==> src/shp3_pkg.sv <==
// shared types, constants and the per-channel kernel for the 3x3 rgb sharpen block
package shp3_pkg;

    localparam int DEF_MAX_WIDTH = 1024;

    localparam int CHAN_W         = 8;
    localparam int FRAME_WIDTH_W  = 11;
    localparam int FRAME_HEIGHT_W = 16;
    localparam int CFG_W          = 16;
    localparam int CFG_IDX_W      = 2;

    localparam logic [FRAME_WIDTH_W-1:0]  RESET_FRAME_WIDTH  = FRAME_WIDTH_W'(640);
    localparam logic [FRAME_HEIGHT_W-1:0] RESET_FRAME_HEIGHT = FRAME_HEIGHT_W'(480);

    localparam logic [CFG_IDX_W-1:0] CFG_FRAME_WIDTH  = 2'd0;
    localparam logic [CFG_IDX_W-1:0] CFG_FRAME_HEIGHT = 2'd1;

    localparam logic CMD_PIXEL = 1'b0;
    localparam logic CMD_DRAIN = 1'b1;

    // window column picked for each tap column
    localparam logic [1:0] COL_LEFT  = 2'd0;
    localparam logic [1:0] COL_MID   = 2'd1;
    localparam logic [1:0] COL_RIGHT = 2'd2;

    localparam int KERNEL_GAIN = 9;
    localparam logic [CHAN_W-1:0] CHAN_MAX = 8'd255;

    typedef struct packed {
        logic [CHAN_W-1:0] red;
        logic [CHAN_W-1:0] green;
        logic [CHAN_W-1:0] blue;
    } t_rgb;

    // one window column, index 0 is the top row
    typedef t_rgb [2:0] t_wcol;
    // whole window, index 0 is the left column
    typedef t_wcol [2:0] t_win;

    // what the datapath does with one word
    typedef struct packed {
        logic            pixel;      // shift in a pixel column and write the line stores
        logic            drain_row;  // last-row flush: shift in a column read from the stores
        logic            first;      // first column of the last-row flush
        logic            top_upper;  // top row of store columns comes from the upper store
        logic            emit;       // word produces a result
        logic            top_clamp;  // replicate the middle row into the top row
        logic            eof;
        logic [2:0][1:0] col_sel;    // window column for the left, centre and right taps
    } t_op;

    // nine times the centre minus the eight neighbours, clamped to a byte
    function automatic logic [CHAN_W-1:0] f_sharpen(input logic [8:0][CHAN_W-1:0] taps);
        logic [11:0]        ctr;
        logic [10:0]        nsum;
        logic signed [12:0] acc;
        logic [CHAN_W-1:0]  res;
        ctr  = 12'(taps[4]) * 12'(KERNEL_GAIN);
        nsum = '0;
        for (int i = 0; i < 9; i++) begin
            if (i != 4) begin
                nsum = nsum + 11'(taps[i]);
            end
        end
        acc = $signed({1'b0, ctr}) - $signed({2'b00, nsum});
        if (acc < 0) begin
            res = '0;
        end else if (acc > $signed(13'(CHAN_MAX))) begin
            res = CHAN_MAX;
        end else begin
            res = acc[CHAN_W-1:0];
        end
        return res;
    endfunction

endpackage

==> src/shp3_ctrl.sv <==
// frame registers, position counters and the per-word decision of the sharpen block
module shp3_ctrl #(
    parameter int MAX_WIDTH = shp3_pkg::DEF_MAX_WIDTH,
    parameter int COL_BITS  = (MAX_WIDTH > 1) ? $clog2(MAX_WIDTH) : 1
) (
    input  logic                           i_clk,
    input  logic                           i_rst_n,
    input  logic                           i_cfg_we,
    input  logic [shp3_pkg::CFG_IDX_W-1:0] i_cfg_index,
    input  logic [shp3_pkg::CFG_W-1:0]     i_cfg_data,
    input  logic                           i_accept,
    input  logic                           i_cmd,
    output shp3_pkg::t_op                  o_op,
    output logic [COL_BITS-1:0]            o_addr_a,
    output logic [COL_BITS-1:0]            o_addr_b
);
    import shp3_pkg::*;

    localparam int W_BITS = $clog2(MAX_WIDTH + 1);

    logic [FRAME_WIDTH_W-1:0]  r_frame_width;
    logic [FRAME_HEIGHT_W-1:0] r_frame_height;
    logic [COL_BITS-1:0]       r_in_col, n_in_col;
    logic [COL_BITS-1:0]       r_out_col, n_out_col;
    logic [FRAME_HEIGHT_W-1:0] r_in_row, n_in_row;
    logic [FRAME_HEIGHT_W-1:0] r_out_row, n_out_row;

    logic [W_BITS-1:0]         eff_w;
    logic [COL_BITS-1:0]       last_col;
    logic                      width_one;
    logic [FRAME_HEIGHT_W-1:0] eff_h;
    logic [FRAME_HEIGHT_W-1:0] last_row;
    logic                      frame_done;
    logic [COL_BITS-1:0]       x, oc;
    logic [FRAME_HEIGHT_W-1:0] y, orow;

    always_comb begin
        if (r_frame_width == '0) begin
            eff_w = W_BITS'(1);
        end else if (32'(r_frame_width) > MAX_WIDTH) begin
            eff_w = W_BITS'(MAX_WIDTH);
        end else begin
            eff_w = W_BITS'(r_frame_width);
        end
        last_col  = COL_BITS'(eff_w - W_BITS'(1));
        width_one = (eff_w == W_BITS'(1));
        eff_h     = (r_frame_height == '0) ? FRAME_HEIGHT_W'(1) : r_frame_height;
        last_row  = eff_h - FRAME_HEIGHT_W'(1);
    end

    assign frame_done = (r_in_row >= eff_h);

    always_comb begin
        // a pixel after a finished frame starts the next one from the top
        if (i_cmd == CMD_PIXEL && frame_done) begin
            x    = '0;
            y    = '0;
            oc   = '0;
            orow = '0;
        end else begin
            x    = r_in_col;
            y    = r_in_row;
            oc   = r_out_col;
            orow = r_out_row;
        end

        o_op      = '0;
        o_addr_a  = x;
        o_addr_b  = x;
        n_in_col  = x;
        n_in_row  = y;
        n_out_col = oc;
        n_out_row = orow;

        if (i_cmd == CMD_PIXEL) begin
            o_op.pixel     = 1'b1;
            o_op.top_clamp = (orow == '0);
            if (x == '0) begin
                // right-edge pixel of the row two above
                o_op.emit       = (y >= FRAME_HEIGHT_W'(2));
                o_op.col_sel[0] = width_one ? COL_MID : COL_LEFT;
                o_op.col_sel[1] = COL_MID;
                o_op.col_sel[2] = COL_MID;
            end else begin
                o_op.emit       = (y >= FRAME_HEIGHT_W'(1));
                o_op.col_sel[0] = (x == COL_BITS'(1)) ? COL_MID : COL_LEFT;
                o_op.col_sel[1] = COL_MID;
                o_op.col_sel[2] = COL_RIGHT;
            end
            if (x == last_col) begin
                n_in_col = '0;
                n_in_row = y + FRAME_HEIGHT_W'(1);
            end else begin
                n_in_col = x + COL_BITS'(1);
            end
        end else if (frame_done && r_out_row < eff_h) begin
            o_op.emit = 1'b1;
            if (orow == last_row) begin
                // bottom row: columns come straight from the line stores
                o_op.drain_row  = 1'b1;
                o_op.first      = (oc == '0);
                o_op.top_upper  = (orow != '0);
                o_op.col_sel[0] = COL_LEFT;
                o_op.col_sel[1] = COL_MID;
                o_op.col_sel[2] = COL_RIGHT;
                o_addr_a        = (oc == last_col) ? oc : oc + COL_BITS'(1);
                o_addr_b        = oc;
            end else begin
                o_op.top_clamp  = (orow == '0);
                o_op.col_sel[0] = width_one ? COL_RIGHT : COL_MID;
                o_op.col_sel[1] = COL_RIGHT;
                o_op.col_sel[2] = COL_RIGHT;
            end
        end

        if (o_op.emit) begin
            o_op.eof = (oc == last_col) && (orow == last_row);
            if (oc == last_col) begin
                n_out_col = '0;
                n_out_row = orow + FRAME_HEIGHT_W'(1);
            end else begin
                n_out_col = oc + COL_BITS'(1);
            end
        end
    end

    always_ff @(posedge i_clk) begin
        if (!i_rst_n) begin
            r_frame_width  <= RESET_FRAME_WIDTH;
            r_frame_height <= RESET_FRAME_HEIGHT;
            r_in_col       <= '0;
            r_in_row       <= '0;
            r_out_col      <= '0;
            r_out_row      <= '0;
        end else if (i_cfg_we) begin
            case (i_cfg_index)
                CFG_FRAME_WIDTH: begin
                    r_frame_width <= i_cfg_data[FRAME_WIDTH_W-1:0];
                    r_in_col      <= '0;
                    r_in_row      <= '0;
                    r_out_col     <= '0;
                    r_out_row     <= '0;
                end
                CFG_FRAME_HEIGHT: begin
                    r_frame_height <= i_cfg_data[FRAME_HEIGHT_W-1:0];
                    r_in_col       <= '0;
                    r_in_row       <= '0;
                    r_out_col      <= '0;
                    r_out_row      <= '0;
                end
                default: begin
                end
            endcase
        end else if (i_accept) begin
            r_in_col  <= n_in_col;
            r_in_row  <= n_in_row;
            r_out_col <= n_out_col;
            r_out_row <= n_out_row;
        end
    end

endmodule

==> config.mk <==
export PLATFORM = sky130hd
export DESIGN_NAME = shp3_ctrl
export DESIGN_NICKNAME = d
export VERILOG_FILES = /design/src/shp3_pkg.sv /design/src/shp3_ctrl.sv
export SDC_FILE = /design/constraint.sdc
export NUM_CORES = 1
export LEC_CHECK = 0
export ABC_AREA = 0
export BUFFER_PORTS_ARGS = -buffer_cell sky130_fd_sc_hd__buf_4
export CAP_MARGIN = 25
export CELL_PAD_IN_SITES_DETAIL_PLACEMENT = 1
export CELL_PAD_IN_SITES_GLOBAL_PLACEMENT = 2
export CORE_MARGIN = 5
export CORE_UTILIZATION = 35
export DETAILED_ROUTE_END_ITERATION = 8
export PLACE_DENSITY_LB_ADDON = 0.1
export SLEW_MARGIN = 10
export SYNTH_ARGS = -nofsm -noshare
export SYNTH_HDL_FRONTEND = slang
export SYNTH_SLANG_ARGS = --single-unit
==> constraint.sdc <==
create_clock -name i_clk -period 7.3 [get_ports i_clk]
set_input_delay 0 -clock i_clk [delete_from_list [all_inputs] [get_ports i_clk]]
set_output_delay 0 -clock i_clk [all_outputs]
set_load 0.02 [all_outputs]
# Word level (Yosys, flattened, before mapping)
# Index checks and enable logic that the tools add are counted.
# totals
regBits	79
latch_bits	0
ramBits	0
rom_bits	0
elab_cells	87
mem_count	0
# op_classes
addsub	6
n_mul	0
div	0
magnitude_cmp	5
n_eq_ne	7
shift	0
muxes	47
bitwise	1
n_reduce_logical	15
# op_table
cell	count
$mux 16	12
$mux 10	18
$add 16x1->16 const B	2
$logic_not 16->1	2
$mux 11	2
$add 10x1->10 const B	2
$eq 10x10->1	2
$logic_not 10->1	2
$mux 6	3
$eq 16x16->1	1
$ge 16x1->1 const B	1
$ge 16x16->1	1
$ge 16x2->1 const B	1
$lt 16x16->1	1
$reduce_bool 16->1	1
$sub 16x1->16 const B	1
$eq 11x1->1 const B	1
$gt 11x11->1 const B	1
$logic_not 11->1	1
$eq 10x1->1 const B	1
$sub 10x1->10 const B	1
$mux 1	6
$mux 3	2
$reduce_and 2->1	3
other kinds (10)	13

# Depth between registers and ports, before layout
# logic_depth
depth_word	12
ltp_mapped	26
depth_no_buf	20

# Least setup slack after synthesis
# OpenSTA, ideal clock, no wires.
# synth_path
path_kind	flip-flop to flip-flop
start	register r_frame_height[9]
end	register r_out_row[8]
arrival_time_ns	5.468
required_time_ns	7.226
setup_slack_ns	1.758
stages_incl_launch_ff	26
synth_period_minus_slack_ns	5.542
cell_sequence	dfxtp_1 > buf_6 > or4_1 > buf_2 > nor4_1 > a21oi_1 > inv_1 > ha_1 > nand2b_1 > a2111o_1 > and3_1 > o31ai_4 > buf_2 > clkbuf_1 > buf_2 > buf_2 > nand2_1 > ha_1 > nand2_1 > a41oi_1 > o21ai_0 > o221a_2 > buf_1 > nand4b_1 > xor2_1 > o21ai_0
# synth_rtl
element	line	source
start: declaration	shp3_ctrl.sv:22	logic [FRAME_HEIGHT_W-1:0] r_frame_height;
start signal: assignment	shp3_ctrl.sv:145	r_frame_height <= i_cfg_data[FRAME_HEIGHT_W-1:0];
end signal: assignment	shp3_ctrl.sv:158	r_out_row <= n_out_row;
end: declaration	shp3_ctrl.sv:26	logic [FRAME_HEIGHT_W-1:0] r_out_row, n_out_row;

# Final worst setup path
# layout_path
start	register r_frame_height[4]
end	output port o_addr_b[1]
# layout_via
elab_chain_cells	9
word_cells_on_any_way	14
# layout_lines
element	line	source
$logic_not 16->1	shp3_ctrl.sv:47	eff_h = (r_frame_height == '0) ? FRAME_HEIGHT_W'(1) : r_frame_height;
$mux 16 *	shp3_ctrl.sv:47	
$ge 16x16->1	shp3_ctrl.sv:51	assign frame_done = (r_in_row >= eff_h);
$logic_and 1x1->1	shp3_ctrl.sv:55	if (i_cmd == CMD_PIXEL && frame_done) begin
$mux 16	shp3_ctrl.sv:55	
$eq 16x16->1	shp3_ctrl.sv:98	if (orow == last_row) begin
$mux 10	shp3_ctrl.sv:98	
$mux 10	shp3_ctrl.sv:96	end else if (frame_done && r_out_row < eff_h) begin
$mux 10 *	shp3_ctrl.sv:75	if (i_cmd == CMD_PIXEL) begin
end: declaration	shp3_ctrl.sv:15	output logic [COL_BITS-1:0] o_addr_b
# Every way passes the cells marked *; elsewhere a longest branch is shown, timed or not.

==> out/results.tsv <==
stage	metric	value	unit
synth	post-synthesis register bit count	79	
worst_hold_path	Worst Hold Path EP	r_frame_width[7]$_SDFFE_PN1P_	
worst_setup_path	peak fanout along the critical path	26	
placement	I/O Buffers	55	
global_route	number of global-route vias before repair	7824	
cells_and_area	Sequential cell area	0.00158	sq mm
synth	ys flop type	dfxtp_1	
detailed_routing	residual DRC count	0	
clocking	TritonCTS buffer count	9	
clocking	Clk Latency, worst-skew pair	350	ps
floorplan	Top Ports	56	
worst_hold_path	Hold Path Origin	i_rst_n	
synth	ys async rst share	0	
timing	hold slack	18.7	ps
job	maxcap violations	0	
worst_setup_path	r2r setup slk	1310	ps
synth	Post-synth EDFFs	0	
floorplan	Die ar.	0.0238	sq mm
timing	RSZ-0062 raised after global routing	no	
worst_setup_path	worst reg2reg path startpoint	r_frame_height[4]$_SDFFE_PN0P_	
cells_and_area	layout cells sized above 1	0.112	
timing	worst-margin pin slew	932	ps
timing	final setup skew	9.97	ps
synth	most numerous cell in the Yosys netlist	nand2_1	
floorplan	core area	0.0204	sq mm
worst_setup_path	CP arrival	6360	ps
synth	Seq/Total Area, Yosys	0.217	
detailed_routing	DR iter-0 viols	533	
synth	area fraction of the dominant cell type after synthesis	0.217	
timing	fmax	0.157	GHz
timing	Fin. Hold Viols	0	
clocking	Clock Pin Slew Worst Setup and Hold Paths	70	ps
placement	DP Cell Count	1298	
synth	synth unique cells	85	
detailed_routing	vias per cell	6.00	
cells_and_area	non-filler instance count after layout	1332	
worst_hold_path	Worst Hold Path Cells	2	
timing	Slew Limit Headroom	0.376	
worst_setup_path	Worst Reg-to-Reg Cells	18	
timing	minimum clock period	6360	ps
floorplan	num rows	52	
timing	post-route setup TNS	0	ps
synth	dominant cell type by area after synthesis	dfxtp_1	
global_route	GRT Total Usage	0.244	
worst_setup_path	Reg2Reg Capture Point	r_out_row[13]$_SDFFE_PN0P_	
clocking	H-tree lvl count	3	
cells_and_area	footprint of the multi-input gates	0.00520	sq mm
global_route	largest net degree at the start of global routing	47	
run_status	status	complete, no violations	
floorplan	Die H	154	microns
worst_hold_path	worst hold path type	primary input to flop	
worst_setup_path	CP required	7300	ps
synth	synthesized area	0.00730	sq mm
worst_setup_path	Critical Path Source Type	flop	
global_route	initial antenna violation count	0	
synth	syn avg cell area	7.04	sq um
synth	Yosys warning total	0	
floorplan	die width	154	microns
placement	gp weighted congestion	0.858	
detailed_routing	mean routed wirelength per cell	22.1	microns
clocking	Bufs on Longest Clock Path	2	
cells_and_area	post-layout utilization of the core	0.409	
clocking	clk root buf	clkbuf_16	
clocking	# resized after CTS	0	
power_and_ir_drop	P per Cell Area	137	mW/mm^2
clocking	CTS tree	built	
detailed_routing	final WL	29.5	mm
cells_and_area	antenna cells	0	
placement	Post-DP HPWL	21.8	mm
power_and_ir_drop	maximum vdd drop	0.106	mV
global_route	first-pass GRT wire length	46.2	mm
clocking	# clock sinks	79	
synth	Post-Syn Instances	1037	
cells_and_area	fill count	2592	
global_route	gr ovfl total	0	
timing	period utilization	0.871	
timing	Max Slew Vio Count	0	
synth	Syn Nets	1106	
detailed_routing	Pre-antenna DRT Iters	5	
floorplan	Initial Util	0.358	
synth	top post-synthesis cells by count	nand2_1, a21oi_1, dfxtp_1	
worst_setup_path	Crit Path Class	flop to output pin	
cells_and_area	Area growth syn-to-layout	14.1	%
worst_setup_path	crit end category	output pin	
synth	Area contributors post-synth	dfxtp_1, nand2_1, ha_1	
timing	final number of setup-violating endpoints	0	
detailed_routing	vias	7986	
power_and_ir_drop	Leak Pwr	3.21	nW
cells_and_area	Final nets	1126	
detailed_routing	DRT antenna net count	0	
[flip-flops by register name (all words and copies together) (netlist names)]
signal          cells
r_out_row          16
r_in_col           10
r_frame_width      11
r_out_col          10
r_frame_height     16
r_in_row           16
[how the worst max path moves through the flow]
| stage | startpoint | end | slack, ps | cells past startpoint |
|---|---|---|---|---|
| after global routing | r_frame_height[4]$_SDFFE_PN0P_ | o_addr_a[2] | 630 | 16 |
| after floorplan | r_frame_height[9]$_SDFFE_PN0P_ | r_out_row[8]$_SDFFE_PN0P_ | 1760 | 25 |
| after global placement | r_frame_height[4]$_SDFFE_PN0P_ | o_addr_b[1] | 1400 | 16 |
| after detailed placement | r_frame_height[4]$_SDFFE_PN0P_ | r_out_row[13]$_SDFFE_PN0P_ | 1360 | 18 |
| after CTS | r_frame_height[4]$_SDFFE_PN0P_ | o_addr_b[1] | 980 | 16 |
| final | r_frame_height[4]$_SDFFE_PN0P_ | o_addr_b[1] | 940 | 16 |
[critical path, stage by stage, from the launching register on]
cell and delay (ps):
dfxtp_1 420, or4_1 770, nor4_1 390, a21oi_1 210
inv_1 130, ha_1 230, nand2b_1 140, a2111o_1 420
and3_1 230, o31ai_4 650, nand3_1 180, and2_1 210
o41ai_2 660, nand4_2 720, nand2_1 330, o21ai_1 130
buf_4 190
[power breakdown]
part,internal [mW],leakage [nW],total (mW),switching [mW]
combinational,0.0673,2.42,0.185,0.118
sequential,0.437,0.639,0.449,0.0125
clock,0.287,0.152,0.503,0.216
total,0.791,3.21,1.14,0.346
[cells by family after synthesis]
kind of cell | share of synthesized area
XOR/XNOR | 0.0432
buffers and inverters | 0.0727
AND/OR/NAND/NOR | 0.334
adder cells (fa/ha/maj) | 0.0788
AO/OA/AOI/OAI | 0.248
multiplexers | 0.00703
flip-flops | 0.217
[repair_timing]
item	4_1_cts	5_1_grt
hold buffers	16	0
endpoints found under the hold margin	27	0
buffers inserted	0	0
endpoints found under the setup margin	0	0
[final cells by class]
type | instances | area share
clock buffers | 11 | 0.0303
clock inverters | 5 | 0.00766
inverters | 52 | 0.0234
multi-input cells | 830 | 0.624
flip-flops and latches | 79 | 0.190
well taps | 270 | 0.0406
repair buffers | 85 | 0.0838
[metrics by stage]
step                total power, mW  worst slack [ps]  area (sq um)
floorplan                     0.568              1760          7300
global placement              0.632              1400          7820
detailed placement            0.633              1360          7820
CTS                            1.14               985          8290
global route                   1.19               626          8330
finish                         1.14               938          8330
[per-layer routing]
layer  GRT usage  vias to the layer above  wire length, microns
met4      0.0639                        0                   554
met5           0                        -                     0
met3      0.0271                       32                  1130
met1       0.339                     3924                 13900
met2       0.403                      195                 13900
li1            -                     3835                     -
[placed cells by master, fill, tap and decap left out, types with 6 or more instances in the layout]
cell type and n:
xnor2_1 26, xor2_1 10, clkbuf_16 9, buf_4 67
a21oi_1 83, a22oi_1 7, o211ai_1 11, nand2_1 157
dlygate4sd3_1 16, inv_1 51, nand2b_1 12, nor2b_1 9
a31oi_1 17, a221oi_1 6, a21o_1 8, nand3_1 51
nor3_1 28, or3_1 10, nand4_1 32, nor4_1 22
and2_1 7, dfxtp_1 79, nor2_1 65, nor3b_1 9
o21ai_1 14, or4_1 12, ha_1 46, o21ai_0 52
and3_1 22
(Power assumes the default switching activity.)
